**config.mk**
```make
export PLATFORM = sky130hd
export DESIGN_NAME = rbf_ctrl
export DESIGN_NICKNAME = d
export VERILOG_FILES = /design/src/sv/rbf_pkg.sv /design/src/sv/rbf_ctrl.sv
export SDC_FILE = /design/constraint.sdc
export NUM_CORES = 1
export LEC_CHECK = 0
export ABC_AREA = 1
export BUFFER_PORTS_ARGS = -buffer_cell sky130_fd_sc_hd__buf_4
export CORE_MARGIN = 3
export CORE_UTILIZATION = 60
export CTS_BUF_LIST = sky130_fd_sc_hd__clkbuf_4 sky130_fd_sc_hd__clkbuf_8
export CTS_CLUSTER_SIZE = 28
export DETAILED_ROUTE_END_ITERATION = 12
export PLACE_DENSITY = 0.89
export SLEW_MARGIN = 10
export SYNTH_ARGS = -nofsm -noshare
export SYNTH_HDL_FRONTEND = slang
export SYNTH_SLANG_ARGS = --single-unit
```
**constraint.sdc**
```tcl
create_clock -name clk -period 10.1 [get_ports clk]
set_input_delay 0 -clock clk [delete_from_list [all_inputs] [get_ports clk]]
set_output_delay 0 -clock clk [all_outputs]
set_load 0.01 [all_outputs]
```
**src/sv/rbf_pkg.sv**
```systemverilog
// ----------------------------------------------------------------------------
// rbf_pkg
// Shared types and constants of the multichannel block ring FIFO.
// ----------------------------------------------------------------------------
package rbf_pkg;

    localparam int RING_SLOTS   = 1024;
    localparam int MAX_CHANNELS = 4;
    localparam int MAX_BLOCK    = 64;

    localparam int PTR_W  = $clog2(RING_SLOTS);
    localparam int CNT_W  = PTR_W + 1;
    localparam int CH_W   = 3;
    localparam int LEN_W  = 7;
    localparam int WORD_W = 32;
    localparam int CAP_W  = 10;
    localparam int CFG_W  = 10;

    localparam logic [2:0] MODE_PUSH        = 3'd0;
    localparam logic [2:0] MODE_PULL_STRICT = 3'd1;
    localparam logic [2:0] MODE_PULL_PART   = 3'd2;
    localparam logic [2:0] MODE_PULL_NEWEST = 3'd3;
    localparam logic [2:0] MODE_SET_READ    = 3'd4;
    localparam logic [2:0] MODE_SET_WRITE   = 3'd5;
    localparam logic [2:0] MODE_CLEAR       = 3'd6;

    localparam logic [1:0] KIND_PUSH  = 2'd0;
    localparam logic [1:0] KIND_FRAME = 2'd1;
    localparam logic [1:0] KIND_EMPTY = 2'd2;

    localparam logic CFG_CAPACITY = 1'b0;
    localparam logic CFG_CHANNELS = 1'b1;

    typedef enum logic [1:0] {
        ST_CLEAR,
        ST_IDLE,
        ST_READ,
        ST_DATA
    } state_t;

    typedef struct packed {
        logic [2:0]        mode;
        logic [LEN_W-1:0]  blk_len;
        logic              advance;
        logic              last_frame;
        logic [WORD_W-1:0] sample_0;
        logic [WORD_W-1:0] sample_1;
        logic [WORD_W-1:0] sample_2;
        logic [WORD_W-1:0] sample_3;
        logic [CAP_W-1:0]  pointer_value;
    } in_item_t;

    typedef struct packed {
        logic [1:0]        kind;
        logic              rejected;
        logic [LEN_W-1:0]  frame_count;
        logic [WORD_W-1:0] out_0;
        logic [WORD_W-1:0] out_1;
        logic [WORD_W-1:0] out_2;
        logic [WORD_W-1:0] out_3;
        logic              last_of_run;
    } out_item_t;

    typedef struct packed {
        logic             we;
        logic             clr;
        logic [PTR_W-1:0] wr_addr;
        logic [PTR_W-1:0] rd_addr;
    } ram_ctl_t;

    typedef struct packed {
        logic             load;
        logic [1:0]       kind;
        logic             rejected;
        logic [LEN_W-1:0] frame_count;
        logic             last;
        logic             use_frame;
    } res_t;

endpackage

```
**src/sv/rbf_ctrl.sv**
```systemverilog
// ----------------------------------------------------------------------------
// rbf_ctrl
// Pointer bookkeeping, request decode, pull sequencer and clearing sweep.
// ----------------------------------------------------------------------------
module rbf_ctrl (
    input  logic                        clk,
    input  logic                        rst_n,
    input  logic                        item_valid,
    output logic                        item_ready,
    input  rbf_pkg::in_item_t           item,
    input  logic                        out_free,
    input  logic                        cfg_we,
    input  logic                        cfg_index,
    input  logic [rbf_pkg::CFG_W-1:0]   cfg_wdata,
    output rbf_pkg::ram_ctl_t           ram_ctl,
    output rbf_pkg::res_t               res,
    output logic [rbf_pkg::MAX_CHANNELS-1:0] lane_en
);
    import rbf_pkg::*;

    state_t            state_reg, state_next;
    logic [PTR_W-1:0]  rp_reg, rp_next;
    logic [PTR_W-1:0]  wp_reg, wp_next;
    logic [LEN_W-1:0]  offset_reg, offset_next;
    logic              rejecting_reg, rejecting_next;
    logic              in_block_reg, in_block_next;
    logic [CAP_W-1:0]  cap_reg, cap_next;
    logic [CH_W-1:0]   chans_reg, chans_next;
    logic [PTR_W-1:0]  sweep_reg, sweep_next;
    logic [PTR_W-1:0]  slot_reg, slot_next;
    logic [LEN_W-1:0]  n_reg, n_next;
    logic [LEN_W-1:0]  idx_reg, idx_next;

    logic              accept;
    logic [CNT_W-1:0]  slots;
    logic [CNT_W-1:0]  avail;
    logic [CNT_W-1:0]  free_now;
    logic [CH_W-1:0]   nc;

    // push terms
    logic              first;
    logic              rej;
    logic [LEN_W-1:0]  off;
    logic              wr_ok;
    logic [LEN_W-1:0]  off_new;
    logic [CNT_W-1:0]  push_slot;

    // pull terms
    logic [LEN_W-1:0]  n0;
    logic              short_data;
    logic              strict;
    logic [LEN_W-1:0]  n;
    logic              pull_empty;
    logic [CNT_W-1:0]  start;
    logic              last_frame_out;

    // set and config terms
    logic [CNT_W-1:0]  pv_clamped;
    logic [CNT_W-1:0]  cfg_slots;

    function automatic logic [CNT_W-1:0] wrap(input logic [CNT_W-1:0] sum,
                                              input logic [CNT_W-1:0] s);
        wrap = (sum >= s) ? sum - s : sum;
    endfunction

    function automatic logic [CNT_W-1:0] slots_of(input logic [CAP_W-1:0] cap);
        logic [CNT_W-1:0] c;
        c = {{(CNT_W-CAP_W){1'b0}}, cap};
        if (c == '0)
        begin
            c = CNT_W'(1);
        end
        if (c > CNT_W'(RING_SLOTS - 1))
        begin
            c = CNT_W'(RING_SLOTS - 1);
        end
        slots_of = c + CNT_W'(1);
    endfunction

    assign item_ready = (state_reg == ST_IDLE) && out_free;
    assign accept     = item_valid && item_ready;

    assign slots    = slots_of(cap_reg);
    assign avail    = (wp_reg >= rp_reg) ? CNT_W'(wp_reg) - CNT_W'(rp_reg)
                                         : CNT_W'(wp_reg) + slots - CNT_W'(rp_reg);
    assign free_now = slots - CNT_W'(1) - avail;

    always_comb
    begin
        nc = chans_reg;
        if (nc == '0)
        begin
            nc = CH_W'(1);
        end
        if (nc > CH_W'(MAX_CHANNELS))
        begin
            nc = CH_W'(MAX_CHANNELS);
        end
        for (int c = 0; c < MAX_CHANNELS; c++)
        begin
            lane_en[c] = (CH_W'(c) < nc);
        end
    end

    // push decode
    assign first     = !in_block_reg;
    assign rej       = first ? (free_now < CNT_W'(item.blk_len)) : rejecting_reg;
    assign off       = first ? '0 : offset_reg;
    assign wr_ok     = !rej && (CNT_W'(off) < free_now) && (off < LEN_W'(MAX_BLOCK));
    assign off_new   = off + LEN_W'(wr_ok);
    assign push_slot = wrap(CNT_W'(wp_reg) + CNT_W'(off), slots);

    // pull decode
    assign n0         = (item.blk_len > LEN_W'(MAX_BLOCK)) ? LEN_W'(MAX_BLOCK)
                                                           : item.blk_len;
    assign short_data = avail < CNT_W'(n0);
    assign strict     = (item.mode == MODE_PULL_STRICT);
    assign n          = (!strict && short_data) ? avail[LEN_W-1:0] : n0;
    assign pull_empty = (strict && short_data) || (n == '0);
    assign start      = (item.mode == MODE_PULL_NEWEST)
                        ? wrap(CNT_W'(wp_reg) + slots - CNT_W'(n), slots)
                        : CNT_W'(rp_reg);
    assign last_frame_out = (idx_reg + LEN_W'(1) == n_reg);

    assign pv_clamped = (CNT_W'(item.pointer_value) >= slots) ? slots - CNT_W'(1)
                                                              : CNT_W'(item.pointer_value);
    assign cfg_slots  = slots_of(cfg_wdata[CAP_W-1:0]);

    // next state
    always_comb
    begin
        state_next = state_reg;
        unique case (state_reg)
            ST_CLEAR:
            begin
                if (sweep_reg == PTR_W'(RING_SLOTS - 1))
                begin
                    state_next = ST_IDLE;
                end
            end
            ST_IDLE:
            begin
                if (accept)
                begin
                    unique case (item.mode) inside
                        MODE_PULL_STRICT, MODE_PULL_PART, MODE_PULL_NEWEST:
                        begin
                            if (!pull_empty)
                            begin
                                state_next = ST_READ;
                            end
                        end
                        MODE_CLEAR:
                        begin
                            state_next = ST_CLEAR;
                        end
                        default:
                        begin
                            state_next = ST_IDLE;
                        end
                    endcase
                end
            end
            ST_READ:
            begin
                state_next = ST_DATA;
            end
            ST_DATA:
            begin
                if (out_free)
                begin
                    state_next = last_frame_out ? ST_IDLE : ST_READ;
                end
            end
            default:
            begin
                state_next = ST_IDLE;
            end
        endcase
    end

    // datapath and outputs
    always_comb
    begin
        rp_next        = rp_reg;
        wp_next        = wp_reg;
        offset_next    = offset_reg;
        rejecting_next = rejecting_reg;
        in_block_next  = in_block_reg;
        cap_next       = cap_reg;
        chans_next     = chans_reg;
        sweep_next     = sweep_reg;
        slot_next      = slot_reg;
        n_next         = n_reg;
        idx_next       = idx_reg;

        ram_ctl.we      = 1'b0;
        ram_ctl.clr     = 1'b0;
        ram_ctl.wr_addr = push_slot[PTR_W-1:0];
        ram_ctl.rd_addr = slot_reg;

        res.load        = 1'b0;
        res.kind        = KIND_PUSH;
        res.rejected    = 1'b0;
        res.frame_count = '0;
        res.last        = 1'b1;
        res.use_frame   = 1'b0;

        unique case (state_reg)
            ST_CLEAR:
            begin
                ram_ctl.we      = 1'b1;
                ram_ctl.clr     = 1'b1;
                ram_ctl.wr_addr = sweep_reg;
                sweep_next      = sweep_reg + PTR_W'(1);
            end
            ST_IDLE:
            begin
                if (accept)
                begin
                    unique case (item.mode) inside
                        MODE_PUSH:
                        begin
                            ram_ctl.we   = wr_ok;
                            res.load     = 1'b1;
                            res.kind     = KIND_PUSH;
                            res.rejected = rej;
                            if (item.last_frame)
                            begin
                                if (!rej)
                                begin
                                    wp_next = PTR_W'(wrap(CNT_W'(wp_reg) + CNT_W'(off_new),
                                                          slots));
                                end
                                offset_next    = '0;
                                rejecting_next = 1'b0;
                                in_block_next  = 1'b0;
                            end
                            else
                            begin
                                offset_next    = off_new;
                                rejecting_next = rej;
                                in_block_next  = 1'b1;
                            end
                        end
                        MODE_PULL_STRICT, MODE_PULL_PART, MODE_PULL_NEWEST:
                        begin
                            if (pull_empty)
                            begin
                                res.load     = 1'b1;
                                res.kind     = KIND_EMPTY;
                                res.rejected = strict && short_data;
                            end
                            else
                            begin
                                slot_next = start[PTR_W-1:0];
                                n_next    = n;
                                idx_next  = '0;
                                if (item.advance)
                                begin
                                    rp_next = PTR_W'(wrap(CNT_W'(rp_reg) + CNT_W'(n),
                                                          slots));
                                end
                            end
                        end
                        MODE_SET_READ:
                        begin
                            rp_next = pv_clamped[PTR_W-1:0];
                        end
                        MODE_SET_WRITE:
                        begin
                            wp_next        = pv_clamped[PTR_W-1:0];
                            offset_next    = '0;
                            rejecting_next = 1'b0;
                            in_block_next  = 1'b0;
                        end
                        MODE_CLEAR:
                        begin
                            rp_next        = '0;
                            wp_next        = '0;
                            offset_next    = '0;
                            rejecting_next = 1'b0;
                            in_block_next  = 1'b0;
                            sweep_next     = '0;
                        end
                        default:
                        begin
                            rp_next = rp_reg;
                        end
                    endcase
                end
            end
            ST_DATA:
            begin
                if (out_free)
                begin
                    res.load        = 1'b1;
                    res.kind        = KIND_FRAME;
                    res.frame_count = n_reg;
                    res.last        = last_frame_out;
                    res.use_frame   = 1'b1;
                    slot_next = (CNT_W'(slot_reg) + CNT_W'(1) == slots)
                                ? '0 : slot_reg + PTR_W'(1);
                    idx_next  = idx_reg + LEN_W'(1);
                end
            end
            default:
            begin
                slot_next = slot_reg;
            end
        endcase

        // register writes; a capacity write pulls the pointers inside the new ring size
        if (cfg_we)
        begin
            if (cfg_index == CFG_CAPACITY)
            begin
                cap_next = cfg_wdata[CAP_W-1:0];
                if (CNT_W'(rp_reg) >= cfg_slots)
                begin
                    rp_next = PTR_W'(cfg_slots - CNT_W'(1));
                end
                if (CNT_W'(wp_reg) >= cfg_slots)
                begin
                    wp_next = PTR_W'(cfg_slots - CNT_W'(1));
                end
            end
            else
            begin
                chans_next = cfg_wdata[CH_W-1:0];
            end
        end
    end

    always_ff @(posedge clk or negedge rst_n)
    begin
        if (!rst_n)
        begin
            state_reg     <= ST_CLEAR;
            rp_reg        <= '0;
            wp_reg        <= '0;
            offset_reg    <= '0;
            rejecting_reg <= 1'b0;
            in_block_reg  <= 1'b0;
            cap_reg       <= CAP_W'(1023);
            chans_reg     <= CH_W'(2);
            sweep_reg     <= '0;
            idx_reg       <= '0;
        end
        else
        begin
            state_reg     <= state_next;
            rp_reg        <= rp_next;
            wp_reg        <= wp_next;
            offset_reg    <= offset_next;
            rejecting_reg <= rejecting_next;
            in_block_reg  <= in_block_next;
            cap_reg       <= cap_next;
            chans_reg     <= chans_next;
            sweep_reg     <= sweep_next;
            idx_reg       <= idx_next;
        end
    end

    always_ff @(posedge clk)
    begin
        slot_reg <= slot_next;
        n_reg    <= n_next;
    end

endmodule

```
# [Word level (Yosys, flattened, before mapping)]
# Index checks and enable logic that the tools add are counted.
[totals] ff_bits=78 in_bits=166 output_inout_bits=40 wordCells=173
[op_classes] addsub=21 magnitude_cmp=20 eq_ne=19 muxes=72 bitwise_logic=2 reduce_logical=27
[ops] op="two-way mux 10 bit" count=30
[ops] op="case mux 10 bit (3 select lines)" count=2
[ops] op="two-way mux 7 bit" count=8
[ops] op="greater-or-equal comparator 11 bit" count=4
[ops] op="case mux 10 bit (2 select lines)" count=2
[ops] op="subtractor 10 bit" count=4
[ops] op="adder 10 x 7 -> 11 bit" count=3
[ops] op="greater-or-equal comparator 10 x 11 -> 1 bit" count=3
[ops] op="two-way mux 11 bit" count=3
[ops] op="case mux 7 bit (2 select lines)" count=2
[ops] op="adder 10 x 1 -> 11 bit (second input constant)" count=2
[ops] op="greater-than comparator 11 x 10 -> 1 bit (second input constant)" count=2
[ops] op="less-than comparator 11 x 7 -> 1 bit" count=2
[ops] op="adder 10 x 1 -> 10 bit (second input constant)" count=2
[ops] op="zero test 10 bit" count=2
[ops] op="two-way mux 9 bit" count=2
[ops] op="adder 10 x 11 -> 11 bit" count=1
[ops] op="adder 11 x 1 -> 11 bit (second input constant)" count=1
[ops] op="equality test 11 bit" count=1
[ops] op="less-than comparator 7 x 11 -> 1 bit" count=1
[ops] op="subtractor 10 x 10 -> 11 bit" count=1
[ops] op="subtractor 11 x 1 -> 11 bit (second input constant)" count=1
[ops] op="subtractor 11 x 10 -> 11 bit" count=1
[ops] op="subtractor 11 bit" count=1
[ops] op="other kinds (43)" count=80

# [Depth between registers and ports, before layout]
# Gate-level depths: netlist (run 1).
[depth] ltp_word=26 depth_mapped=73 ltp_nobuf=71

# [Worst setup path before layout (run 1)]
# OpenSTA, ideal clock, no wires.
[synth_path] kind="reg-to-reg" startpoint="reg cap_reg[5]" endpoint="reg wp_reg[4]" setup_time_ns=0.077 arrival_time_ns=9.264 required_ns=10.023 path_slack_ns=0.758 path_stages_with_launch=59 path_buffers=2 period_less_slack_ns=9.342 path_cell_list="dfstp_2 buf_4 nor2_1 a41oi_1 inv_1 ha_1 or2_2 nand2_1 inv_1 ha_1 a21oi_1 nand2_1 xnor2_1 inv_1 ha_1 xnor2_1 inv_1 o21ai_0 (+23 left out) o21ai_0 a21oi_1 o21ai_0 xor2_1 ha_1 inv_1 nor4_1 nand4_1 nand3_1 clkbuf_1 o21ai_0 inv_1 nand4_1 nand2_1 nand2_1 nand2_1 nand2_1 a21oi_1"
[synth_between] elab_chain_cells=26 word_cells_on_any_way=31 cone_classes="add/sub: 8; order compare: 5; mux: 14; reduce/logical: 4"
[synth_rtl] element="from (decl)" line="rbf_ctrl.sv:27" rtl="logic [CAP_W-1:0] cap_reg, cap_next;"
[synth_rtl] element="from (signal assigned)" line="rbf_ctrl.sv:358" rtl="cap_reg <= cap_next;"
[synth_rtl] element="zero test 10 bit" line="rbf_ctrl.sv:69" rtl="if (c == '0)"
[synth_rtl] element="two-way mux 10 bit *" line="rbf_ctrl.sv:69"
[synth_rtl] element="greater-than comparator 11 x 10 -> 1 bit" line="rbf_ctrl.sv:73" rtl="if (c > CNT_W'(RING_SLOTS - 1))"
[synth_rtl] element="two-way mux 10 bit *" line="rbf_ctrl.sv:73"
[synth_rtl] element="adder 10 x 1 -> 11 bit *" line="rbf_ctrl.sv:77" rtl="slots_of = c + CNT_W'(1);"
[synth_rtl] element="adder 10 x 11 -> 11 bit" line="rbf_ctrl.sv:85" rtl=": CNT_W'(wp_reg) + slots - CNT_W'(rp_reg);"
[synth_rtl] element="subtractor 11 x 10 -> 11 bit" line="rbf_ctrl.sv:85"
[synth_rtl] element="two-way mux 11 bit" line="rbf_ctrl.sv:84" rtl="assign avail = (wp_reg >= rp_reg) ? CNT_W'(wp_reg) - CNT_W'(rp_reg)"
[synth_rtl] element="(+11 left out)"
[synth_rtl] element="two-way mux 10 bit" line="rbf_ctrl.sv:228" rtl="if (item.last_frame)"
[synth_rtl] element="case mux 10 bit (3 select lines) *" line="rbf_ctrl.sv:221" rtl="unique case (item.mode) inside"
[synth_rtl] element="two-way mux 10 bit *" line="rbf_ctrl.sv:219" rtl="if (accept)"
[synth_rtl] element="two-way mux 10 bit *" line="rbf_ctrl.sv:209" rtl="unique case (state_reg)"
[synth_rtl] element="two-way mux 10 bit" line="rbf_ctrl.sv:323" rtl="if (CNT_W'(wp_reg) >= cfg_slots)"
[synth_rtl] element="two-way mux 10 bit" line="rbf_ctrl.sv:316" rtl="if (cfg_index == CFG_CAPACITY)"
[synth_rtl] element="two-way mux 10 bit *" line="rbf_ctrl.sv:314" rtl="if (cfg_we)"
[synth_rtl] element="net wp_next[4]" line="rbf_ctrl.sv:23" rtl="logic [PTR_W-1:0] wp_reg, wp_next;"
[synth_rtl] element="to (signal assigned)" line="rbf_ctrl.sv:354" rtl="wp_reg <= wp_next;"
[synth_rtl] element="to (decl)" line="rbf_ctrl.sv:23"
# The timed path passes the listed nets; every way through them passes the cells marked *.
# A chain may end at the register's enable or synchronous reset.

# [Worst setup path after layout (run 1)]
[layout_path] startpoint="reg cap_reg[4]" endpoint="reg wp_reg[1]"
# Same word-level chain as after synthesis.

==> qor.yml, run 1 <==
route:
  postRouteWirelength_um: 41800
  remaining_drc_errors: 0
  dr.first_iter.drc_count: 1572
  antenna_violating_nets_post_route: 0
  detailroute.via_count: 14100
  drt-pass1-iter-count: 8
  avgRoutedWirePerCell_um: 17.8
  vias_per_cell: 6.00
floorplan:
  rows: 52
  die_h_um: 152
  start_util: 0.619
  die_area_um2: 23000
  num_io_pins: 206
  core_region_area_um2: 20600
  die_w_um: 152
global_routing:
  track_usage: 0.354
  grt_util_met1: 0.454
  grt_antenna_before_repair: 0
  global_route.usage.met3: 0.0678
  grt.busiest_layer: "met2"
  wire_length_of_the_first_global_routing_pass_um: 63500
  grt_start_max_net_pins: 62
  groute.layer.met2.usage: 0.553
  first_global_vias: 12800
  gr-total-overflow: 0
timing:
  fmaxAchievable_ghz: 0.103
  final_hold_viol_count: 0
  timing.slew.headroom: 0.376
  transition_at_the_pin_with_the_smallest_max_transition_slack_ps: 929
  post_layout_min_period_ps: 9720
  finalMaxSlewViolations: 0
  period_share: 0.963
  clock-skew-final_ps: 11.6
  setup_viol: 0
finish:
  finish.net_count: 2415
  multi_input_area_um2: 9570
  area_growth_syn_to_layout_pct: 12.4
  final_cells: 2344
  ff_latch_area_um2: 2050
  n_antenna_cell: 0
  design_area_um2: 14300
  filler_cell_count: 1687
  final_layout_size_suffix_gt1_frac: 0.118
setup_path:
  worst-endpoint-arrival_ps: 9990
  reg2reg_depth: 59
  crit_fanout: 12
  worstPathRequired_ps: 10370
  crit_path_frequent_cell: "sky130_fd_sc_hd__nand2_1"
  worst_setup_path_category: "reg -> reg"
  timing.critical_path.slowest_stage_cell: "sky130_fd_sc_hd__dfstp_2"
  maximum_single_stage_delay_on_the_critical_path_ps: 590
  capturing_element_type_of_the_critical_path: "flip-flop"
  timing.critical_path.from_type: "flip-flop"
yosys:
  mappedNetlistArea_um2: 12700
  number_of_flops_mapped_to_enable_cells_by_yosys: 17
  synth_top_flop_cell: "sky130_fd_sc_hd__dfrtp_1"
  yosysMostFrequentCell: "sky130_fd_sc_hd__nand2_1"
  synthArstFlopShare: 0.782
  post-synth-top-area-cell: "sky130_fd_sc_hd__ha_1"
  synth_top_area_frac: 0.165
  mappedNetlistNets: 2309
  yosys_register_bits: 78
  synth.yosys.seq_area_share: 0.161
  post_synth_inst_count: 1963
  syn_area_per_cell_um2: 6.49
  synth_warnings: 0
  most_numerous_cell_types_in_the_synthesized_netlist: "sky130_fd_sc_hd__nand2_1, sky130_fd_sc_hd__inv_1, sky130_fd_sc_hd__ha_1"
  synth_top_cells_by_area: "sky130_fd_sc_hd__ha_1, sky130_fd_sc_hd__nand2_1, sky130_fd_sc_hd__dfrtp_1"
  synth.lib_cells_used.distinct: 66
outcome:
  outcome: "finished clean"
cts:
  cts_root_buffer: "sky130_fd_sc_hd__clkbuf_8"
  tritoncts: "built"
  clock_latency_ps: 390
  clk_pin_slew_ps: 90
  cts_num_sinks: 78
  cts-buffers-inserted: 9
  cts_max_path_buffers: 2
  cts-htree-levels: 3
placement:
  post_dp_cell_area_um2: 13700
  finalWeightedCongestion: 1.05
  total_instance_count_after_detailed_placement: 2302
  hpwl_um: 33000
  buffer_ports.inserted: 76
job:
  drv.max_cap_violation_count: 0
worst_hold_path:
  hold_path_class: "in -> reg"
  hold_depth: 7
==> layout by cell type (no fill, tap or decap), types with 18 or more instances in the layout <==
cell,instances
sky130_fd_sc_hd__a21oi_1,153
sky130_fd_sc_hd__buf_4,114
sky130_fd_sc_hd__dfrtp_1,50
sky130_fd_sc_hd__ha_1,161
sky130_fd_sc_hd__inv_1,294
sky130_fd_sc_hd__nand2_1,471
sky130_fd_sc_hd__nand2_2,18
sky130_fd_sc_hd__nand3_1,114
sky130_fd_sc_hd__nand4_1,33
sky130_fd_sc_hd__nor2_1,139
sky130_fd_sc_hd__nor3_1,25
sky130_fd_sc_hd__o21ai_0,126
sky130_fd_sc_hd__xnor2_1,33
sky130_fd_sc_hd__xor2_1,90
==> path summary, 6_finish.rpt <==
path	startpoint	end	slack, ps
worst max-delay path	cap_reg[4]	wp_reg[1]	380
worst min-delay path	item[8]	wp_reg[8]	170
worst max register to register	cap_reg[4]	wp_reg[1]	380
worst min register to register	chans_reg[1]	chans_reg[1]	500
max in group asynchronous	rst_n	rp_reg[0]	9280
min in group asynchronous	rst_n	idx_reg[1]	220
==> critical path, delay by kind of cell, from the launching register on <==
kind,cells,cell delay [ps]
AOI/OAI and AO/OA,18,2720
and+or+nand+nor,21,2310
adders and majority gates,8,2270
buffers and inverters,8,940
xor gates and xnor gates,4,790
DFF,1,590
==> repair_timing <==
item / CTS / global route
gates cloned: 0 / 0
pin swaps: 0 / 8
buffers inserted: 0 / 9
hold buffers: 17 / 0
endpoints found under the setup margin: 1 / 30
hold endpoints to repair: 69 / 0
resized for setup: 1 / 48
==> routing by layer <==
layer  share of wire  up-vias
li1                -     6673
met1            0.39     6400
met2            0.43      789
met3            0.11      209
met4           0.072        0
met5               0        -
==> area by class of cell <==
class | instances | area share
Multi-Input combinational cell | 1542 | 0.668
Sequential cell | 78 | 0.143
Inverter | 307 | 0.0805
Timing Repair Buffer | 131 | 0.0717
Tap cell | 270 | 0.0236
Clock buffer | 9 | 0.00865
Clock inverter | 7 | 0.00402
==> logic make-up after synthesis <==
logic type	Yosys count	share of synthesized area
mux	2	0.00167
xor+xnor	129	0.0899
fa+ha+maj	180	0.184
flops	78	0.161
compound gates	376	0.167
other cells	1	0.000294
simple gates	854	0.292
buf+inv	343	0.105
==> stage by stage <==
step                      TNS, ps  hold slack, ps  setup slack [ps]   util
after floorplan                 0            -296               758      -
after global placement          0             143               387  0.665
after detailed placement        0             152              23.6  0.665
after CTS                       0             131              13.9  0.683
after global routing         -332             188             -91.8  0.696
final                           0             167               379  0.696
Power of run 1 is not shown: default switching activity piles up to over one toggle a cycle in this logic, so the estimate is an artifact.
==> inputs of run 2 (changes only) <==
Settings changed: ABC_AREA 1 to default, CORE_UTILIZATION 60 to 65, PLACE_DENSITY 0.89 to 0.95.
Clock period 10.1 ns to 11.3 ns, I/O delays scaled along.
==> qor.yml, run 2 <==
outcome:
  outcome: "finished clean"  # unchanged
cts:
  cts_resized: 0  # was 1
  cts-htree-levels: 3  # unchanged
  clock_latency_ps: 390  # about the same
  cts_root_buffer: "sky130_fd_sc_hd__clkbuf_8"  # unchanged
  holdBufCountCts: 11  # was 17
  cts-buffers-inserted: 9  # unchanged
  cts_max_path_buffers: 2  # unchanged
  cts_setup_buffers: 0  # unchanged
  tritoncts: "built"  # unchanged
  cts_num_sinks: 78  # unchanged
  clk_pin_slew_ps: 110  # was 90 ps
yosys:
  syn_area_per_cell_um2: 7.93  # was 6.49 um2
  synthArstFlopShare: 0.782  # unchanged
  yosys_register_bits: 78  # unchanged
  synth_top_area_frac: 0.169  # was 0.165
  synth.lib_cells_used.distinct: 85  # was 66
  mappedNetlistNets: 1915  # was 2,309
  yosysMostFrequentCell: "sky130_fd_sc_hd__ha_1"  # was sky130_fd_sc_hd__nand2_1
  synth_warnings: 0  # unchanged
  mappedNetlistArea_um2: 12400  # was 12,700 um2
  synth_top_cells_by_area: "sky130_fd_sc_hd__ha_1, sky130_fd_sc_hd__dfrtp_1, sky130_fd_sc_hd__xnor2_1"  # was sky130_fd_sc_hd__ha_1, sky130_fd_sc_hd__nand2_1, sky130_fd_sc_hd__dfrtp_1
  most_numerous_cell_types_in_the_synthesized_netlist: "sky130_fd_sc_hd__ha_1, sky130_fd_sc_hd__nor2_1, sky130_fd_sc_hd__nand2_1"  # was sky130_fd_sc_hd__nand2_1, sky130_fd_sc_hd__inv_1, sky130_fd_sc_hd__ha_1
  post_synth_inst_count: 1569  # was 1,963
  synth_top_flop_cell: "sky130_fd_sc_hd__dfrtp_1"  # unchanged
  synth.yosys.seq_area_share: 0.165  # was 0.161
  number_of_flops_mapped_to_enable_cells_by_yosys: 17  # unchanged
  post-synth-top-area-cell: "sky130_fd_sc_hd__ha_1"  # unchanged
global_routing:
  grt.busiest_layer: "met2"  # unchanged
  global_route.usage.met3: 0.0665  # was 0.0678
  groute.layer.met2.usage: 0.617  # was 0.553
  grt_start_max_net_pins: 62  # unchanged
  track_usage: 0.391  # was 0.354
  first_global_vias: 12100  # was 12.8k
  grt_util_met1: 0.513  # was 0.454
  gr-total-overflow: 0  # unchanged
  grt_antenna_before_repair: 0  # unchanged
  wire_length_of_the_first_global_routing_pass_um: 63400  # was 63,500 um
timing:
  timing.slew.headroom: 0.258  # was 0.376
  final_hold_viol_count: 0  # unchanged
  rsz0062_at_grt: "false"
  period_share: 0.948  # was 0.963
  clock-skew-final_ps: 19.5  # was 11.6 ps
  post_layout_min_period_ps: 10710  # was 9720 ps
  finalMaxSlewViolations: 0  # unchanged
  transition_at_the_pin_with_the_smallest_max_transition_slack_ps: 1110  # was 929 ps
  setup_viol: 0  # unchanged
  totalNegativeSetupSlack_ps: 0  # unchanged
  fmaxAchievable_ghz: 0.0934  # was 0.103 GHz
route:
  postRouteWirelength_um: 41700  # was 41,800 um
  antenna_violating_nets_post_route: 0  # unchanged
  avgRoutedWirePerCell_um: 22.4  # was 17.8 um
  vias_per_cell: 6.89  # was 6.00
  dr.first_iter.drc_count: 1290  # was 1,572
  drt-pass1-iter-count: 6  # was 8
  remaining_drc_errors: 0  # unchanged
  detailroute.via_count: 12800  # was 14.1k
setup_path:
  worstPathRequired_ps: 11590  # was 10,370 ps
  reg2reg_depth: 44  # was 59
  timing.reg2reg.setup_slack_ps: 590  # was 380 ps
  worst-endpoint-arrival_ps: 11000  # was 9990 ps
  capturing_element_type_of_the_critical_path: "flip-flop"  # unchanged
  timing.critical_path.slowest_stage_cell: "sky130_fd_sc_hd__dfstp_2"  # unchanged
  start_point_of_the_critical_path: "cap_reg[1]"  # was cap_reg[4]
  maximum_single_stage_delay_on_the_critical_path_ps: 700  # was 590 ps
  r2r_start: "cap_reg[1]"  # was cap_reg[4]
  crit_path_frequent_cell: "sky130_fd_sc_hd__ha_1"  # was sky130_fd_sc_hd__nand2_1
  worst_setup_path_category: "reg -> reg"  # unchanged
  critical_path.reg2reg.endpoint: "rp_reg[4]"  # was wp_reg[1]
  worst_setup_path_endpoint: "rp_reg[4]"  # was wp_reg[1]
  timing.critical_path.from_type: "flip-flop"  # unchanged
  crit_fanout: 17  # was 12
floorplan:
  rows: 49  # was 52
  die_area_um2: 20800  # was 23,000 um2
  core_region_area_um2: 18400  # was 20,600 um2
  die_h_um: 144  # was 152 um
  die_w_um: 144  # was 152 um
  start_util: 0.676  # was 0.619
  num_io_pins: 206  # unchanged
finish:
  area_growth_syn_to_layout_pct: 8.87  # was 12.4%
  multi_input_area_um2: 9810  # was 9570 um2
  layout.cells.most_common_list: "sky130_fd_sc_hd__ha_1, sky130_fd_sc_hd__nor2_1, sky130_fd_sc_hd__nand2_1, sky130_fd_sc_hd__a21oi_1, sky130_fd_sc_hd__o21ai_0"  # was sky130_fd_sc_hd__nand2_1, sky130_fd_sc_hd__inv_1, sky130_fd_sc_hd__ha_1, sky130_fd_sc_hd__a21oi_1, sky130_fd_sc_hd__nor2_1
  filler_cell_count: 1409  # was 1,687
  final_layout_size_suffix_gt1_frac: 0.114  # was 0.118
  finish.net_count: 1975  # was 2,415
  final_common_cell: "sky130_fd_sc_hd__ha_1"  # was sky130_fd_sc_hd__nand2_1
  ff_latch_area_um2: 2050  # unchanged
  n_antenna_cell: 0  # unchanged
placement:
  hpwl_um: 32500  # was 33,000 um
  finalWeightedCongestion: 1.08  # was 1.05
  buffer_ports.inserted: 76  # unchanged
job:
  drv.max_cap_violation_count: 0  # unchanged
worst_hold_path:
  hold_path_class: "in -> reg"  # unchanged
run 2: worst min path at each step:
stage                     startpoint            to  slack, ps  cells after the start
after floorplan                rst_n  chans_reg[0]       -300                      0
after global placement         rst_n    idx_reg[6]        150                      1
after detailed placement       rst_n  state_reg[1]        150                      1
after CTS                 item_valid  state_reg[0]        0.4                      3
after global routing      item_valid  state_reg[0]         20                      3
final                     item_valid  state_reg[0]          8                      3
run 2: metal layers:
layer / share of wire / wire length (um)
met1: 0.40 / 16500
met2: 0.44 / 18300
met3: 0.10 / 4300
met4: 0.063 / 2640
met5: 0 / 0
run 2: area by class of cell:
| type | instances | share of cell area |
|---|---|---|
| Clock buffer | 9 | 0.00915 |
| Sequential cell | 78 | 0.151 |
| Inverter | 92 | 0.0255 |
| Clock inverter | 7 | 0.00776 |
| Multi-Input combinational cell | 1343 | 0.725 |
| Timing Repair Buffer | 105 | 0.0603 |
| Tap cell | 229 | 0.0212 |
run 2: critical path: cells and delay by family (launching register included):
kind / cells / cell delay (ps)
flip-flops: 1 / 700
adder cells (fa/ha/maj): 7 / 2120
AND/OR/NAND/NOR: 10 / 1850
buffers and inverters: 4 / 670
AO/OA/AOI/OAI: 18 / 3910
multiplexers: 2 / 650
XOR/XNOR: 3 / 670
run 2: per-stage QoR:
step / cell area [um2] / hold slack, ps / worst slack [ps] / utilization / cells
after floorplan: 12400 / -296 / 1400 / - / 1569
after global placement: 13200 / 148 / 1090 / 0.718 / 1836
after detailed placement: 13200 / 154 / 840 / 0.718 / 1836
after CTS: 13500 / 0.448 / 829 / 0.736 / 1863
after global routing: 13500 / 21.8 / 17.7 / 0.736 / 1863
final: 13500 / 7.93 / 590 / 0.736 / 1863
run 2: cell families (layout without fill, tap and decap cells):
logic type / after synthesis / in the layout / share of synthesized area
fa+ha+maj: 180 / 180 / 0.188
compound gates: 441 / 441 / 0.240
mux: 60 / 60 / 0.0512
flops: 78 / 78 / 0.165
other cells: 1 / 1 / 0.000302
xor+xnor: 143 / 143 / 0.101
buf+inv: 148 / 213 / 0.0466
simple gates: 518 / 518 / 0.208
Power of run 2 is left out for the same reason.
==> inputs of run 3 (changes only) <==
Settings changed: CTS_CLUSTER_SIZE 28 to 30, PLACE_DENSITY 0.95 to 0.87.
==> qor.yml, run 3 (same netlist as run 2, synthesis figures left out) <==
outcome:
  outcome: "finished clean"  # unchanged
finish:
  n_antenna_cell: 0  # unchanged
  final_layout_size_suffix_gt1_frac: 0.119  # was 0.114
  area_growth_syn_to_layout_pct: 8.95  # was 8.87%
  finish.net_count: 1982  # was 1,975
  final_cells: 1870  # was 1,863
  design_area_um2: 13500  # about the same
  layout.cells.most_common_list: "sky130_fd_sc_hd__ha_1, sky130_fd_sc_hd__nor2_1, sky130_fd_sc_hd__nand2_1, sky130_fd_sc_hd__buf_4, sky130_fd_sc_hd__a21oi_1"  # was sky130_fd_sc_hd__ha_1, sky130_fd_sc_hd__nor2_1, sky130_fd_sc_hd__nand2_1, sky130_fd_sc_hd__a21oi_1, sky130_fd_sc_hd__o21ai_0
  final_common_cell: "sky130_fd_sc_hd__ha_1"  # unchanged
  filler_cell_count: 1456  # was 1,409
timing:
  clock-skew-final_ps: 27.5  # was 19.5 ps
  fmaxAchievable_ghz: 0.0930  # was 0.0934 GHz
  post_layout_min_period_ps: 10750  # was 10,710 ps
  layout_setup_ws_ps: 550  # was 590 ps
  timing.slew.headroom: 0.165  # was 0.258
  transition_at_the_pin_with_the_smallest_max_transition_slack_ps: 1240  # was 1110 ps
  period_share: 0.951  # was 0.948
  totalNegativeSetupSlack_ps: 0  # unchanged
  setup_viol: 0  # unchanged
  final_hold_viol_count: 0  # unchanged
  finalMaxSlewViolations: 0  # unchanged
cts:
  cts_num_sinks: 78  # unchanged
  cts_root_buffer: "sky130_fd_sc_hd__clkbuf_8"  # unchanged
  cts-buffers-inserted: 9  # unchanged
  cts-htree-levels: 3  # unchanged
  clk_pin_slew_ps: 100  # was 110 ps
  clock_latency_ps: 390  # about the same
  tritoncts: "built"  # unchanged
  cts_max_path_buffers: 2  # unchanged
floorplan:
  num_io_pins: 206  # unchanged
  rows: 49  # unchanged
  die_h_um: 144  # unchanged
  die_area_um2: 20800  # unchanged
  start_util: 0.676  # unchanged
  core_region_area_um2: 18400  # unchanged
  die_w_um: 144  # unchanged
placement:
  place_ws_ps: 503  # was 840 ps
  finalWeightedCongestion: 0.994  # was 1.08
  hpwl_um: 32800  # was 32,500 um
  total_instance_count_after_detailed_placement: 1840  # was 1,836
  post_dp_cell_area_um2: 13200  # about the same
  buffer_ports.inserted: 76  # unchanged
worst_hold_path:
  worstHoldStart: "cfg_index"  # was item_valid
  hold_depth: 3  # unchanged
  hold_path_class: "in -> reg"  # unchanged
  worst_hold_path.endpoint: "chans_reg[1]"  # was state_reg[0]
route:
  postRouteWirelength_um: 41600  # was 41,700 um
  vias_per_cell: 6.70  # was 6.89
  dr.first_iter.drc_count: 1158  # was 1,290
  antenna_violating_nets_post_route: 0  # unchanged
  drt-pass1-iter-count: 6  # unchanged
  avgRoutedWirePerCell_um: 22.2  # was 22.4 um
  detailroute.via_count: 12500  # was 12.8k
  remaining_drc_errors: 0  # unchanged
setup_path:
  critical_path.reg2reg.endpoint: "wp_reg[9]"  # was rp_reg[4]
  capturing_element_type_of_the_critical_path: "flip-flop"  # unchanged
  crit_path_frequent_cell: "sky130_fd_sc_hd__ha_1"  # unchanged
  crit_fanout: 17  # unchanged
  reg2reg_depth: 42  # was 44
  maximum_single_stage_delay_on_the_critical_path_ps: 740  # was 700 ps
  timing.reg2reg.setup_slack_ps: 550  # was 590 ps
  timing.critical_path.from_type: "flip-flop"  # unchanged
  timing.critical_path.slowest_stage_cell: "sky130_fd_sc_hd__dfstp_2"  # unchanged
  worstPathRequired_ps: 11570  # was 11,590 ps
  r2r_start: "cap_reg[1]"  # unchanged
  worst-endpoint-arrival_ps: 11020  # was 11,000 ps
  worst_setup_path_category: "reg -> reg"  # unchanged
global_routing:
  grt.busiest_layer: "met2"  # unchanged
  grt_antenna_before_repair: 0  # unchanged
  first_global_vias: 11700  # was 12.1k
  wire_length_of_the_first_global_routing_pass_um: 63400  # about the same
  grt_util_met1: 0.530  # was 0.513
  groute.layer.met2.usage: 0.590  # was 0.617
  gr-total-overflow: 0  # unchanged
  track_usage: 0.395  # was 0.391
  global_route.usage.met3: 0.0876  # was 0.0665
  grt_start_max_net_pins: 62  # unchanged
job:
  drv.max_cap_violation_count: 0  # unchanged
-- run 3: cell types whose count changed in the layout (fill, tap and decap cells not counted) --
cell,delta
sky130_fd_sc_hd__clkinv_2,+2
sky130_fd_sc_hd__buf_4,+7
sky130_fd_sc_hd__a21oi_1,-2
sky130_fd_sc_hd__bufinv_16,-2
sky130_fd_sc_hd__a21oi_2,+2
-- run 3: what timing repair did --
action | CTS | global route
resized for setup | 0 | 2
hold buffers | 11 | 0
setup endpoints to repair | 0 | 11
hold endpoints to repair | 64 | 0
buffers inserted | 0 | 3
-- run 3: how the worst max path moves through the flow --
stage          startpoint          end  slack [ps]  cells past startpoint
6_report       cap_reg[1]    wp_reg[9]         550                     42
2_1_floorplan  cap_reg[2]  slot_reg[9]        1400                     46
3_5_place_dp   cap_reg[3]  slot_reg[3]         500                     44
5_1_grt        cap_reg[1]  slot_reg[3]          -4                     45
4_1_cts        cap_reg[3]  slot_reg[3]         390                     44
3_3_place_gp   cap_reg[3]  slot_reg[3]         760                     43
-- run 3: cell type report --
type	instances	area (um2)	share of cell area
well taps	229	287	0.0211
clock buffers	9	124	0.00914
multi-input cells	1343	9820	0.725
repair buffers	112	868	0.0641
flip-flops and latches	78	2050	0.151
clock inverters	7	55.1	0.00406
inverters	92	345	0.0255
-- run 3: worst max-delay path, delay by kind of cell, from the launching register on --
kind | cells | cell delay (ps)
AO/OA/AOI/OAI | 18 | 4430
AND/OR/NAND/NOR | 11 | 1670
flip-flops | 1 | 740
buffers and inverters | 2 | 470
XOR/XNOR | 3 | 560
adder cells (fa/ha/maj) | 8 | 2730
-- run 3: metal layers --
| layer | vias up | routed length, um |
|---|---|---|
| li1 | 5881 | - |
| met1 | 5813 | 17400 |
| met2 | 668 | 17400 |
| met3 | 163 | 4240 |
| met4 | 0 | 2490 |
| met5 | - | 0 |
-- run 3: through the flow --
step	util	hold slack [ps]
2_1_floorplan	-	-296
3_3_place_gp	0.719	138
3_5_place_dp	0.719	136
4_1_cts	0.735	34.4
5_1_grt	0.737	57.8
6_report	0.737	34.9
Power of run 3 is left out for the same reason.
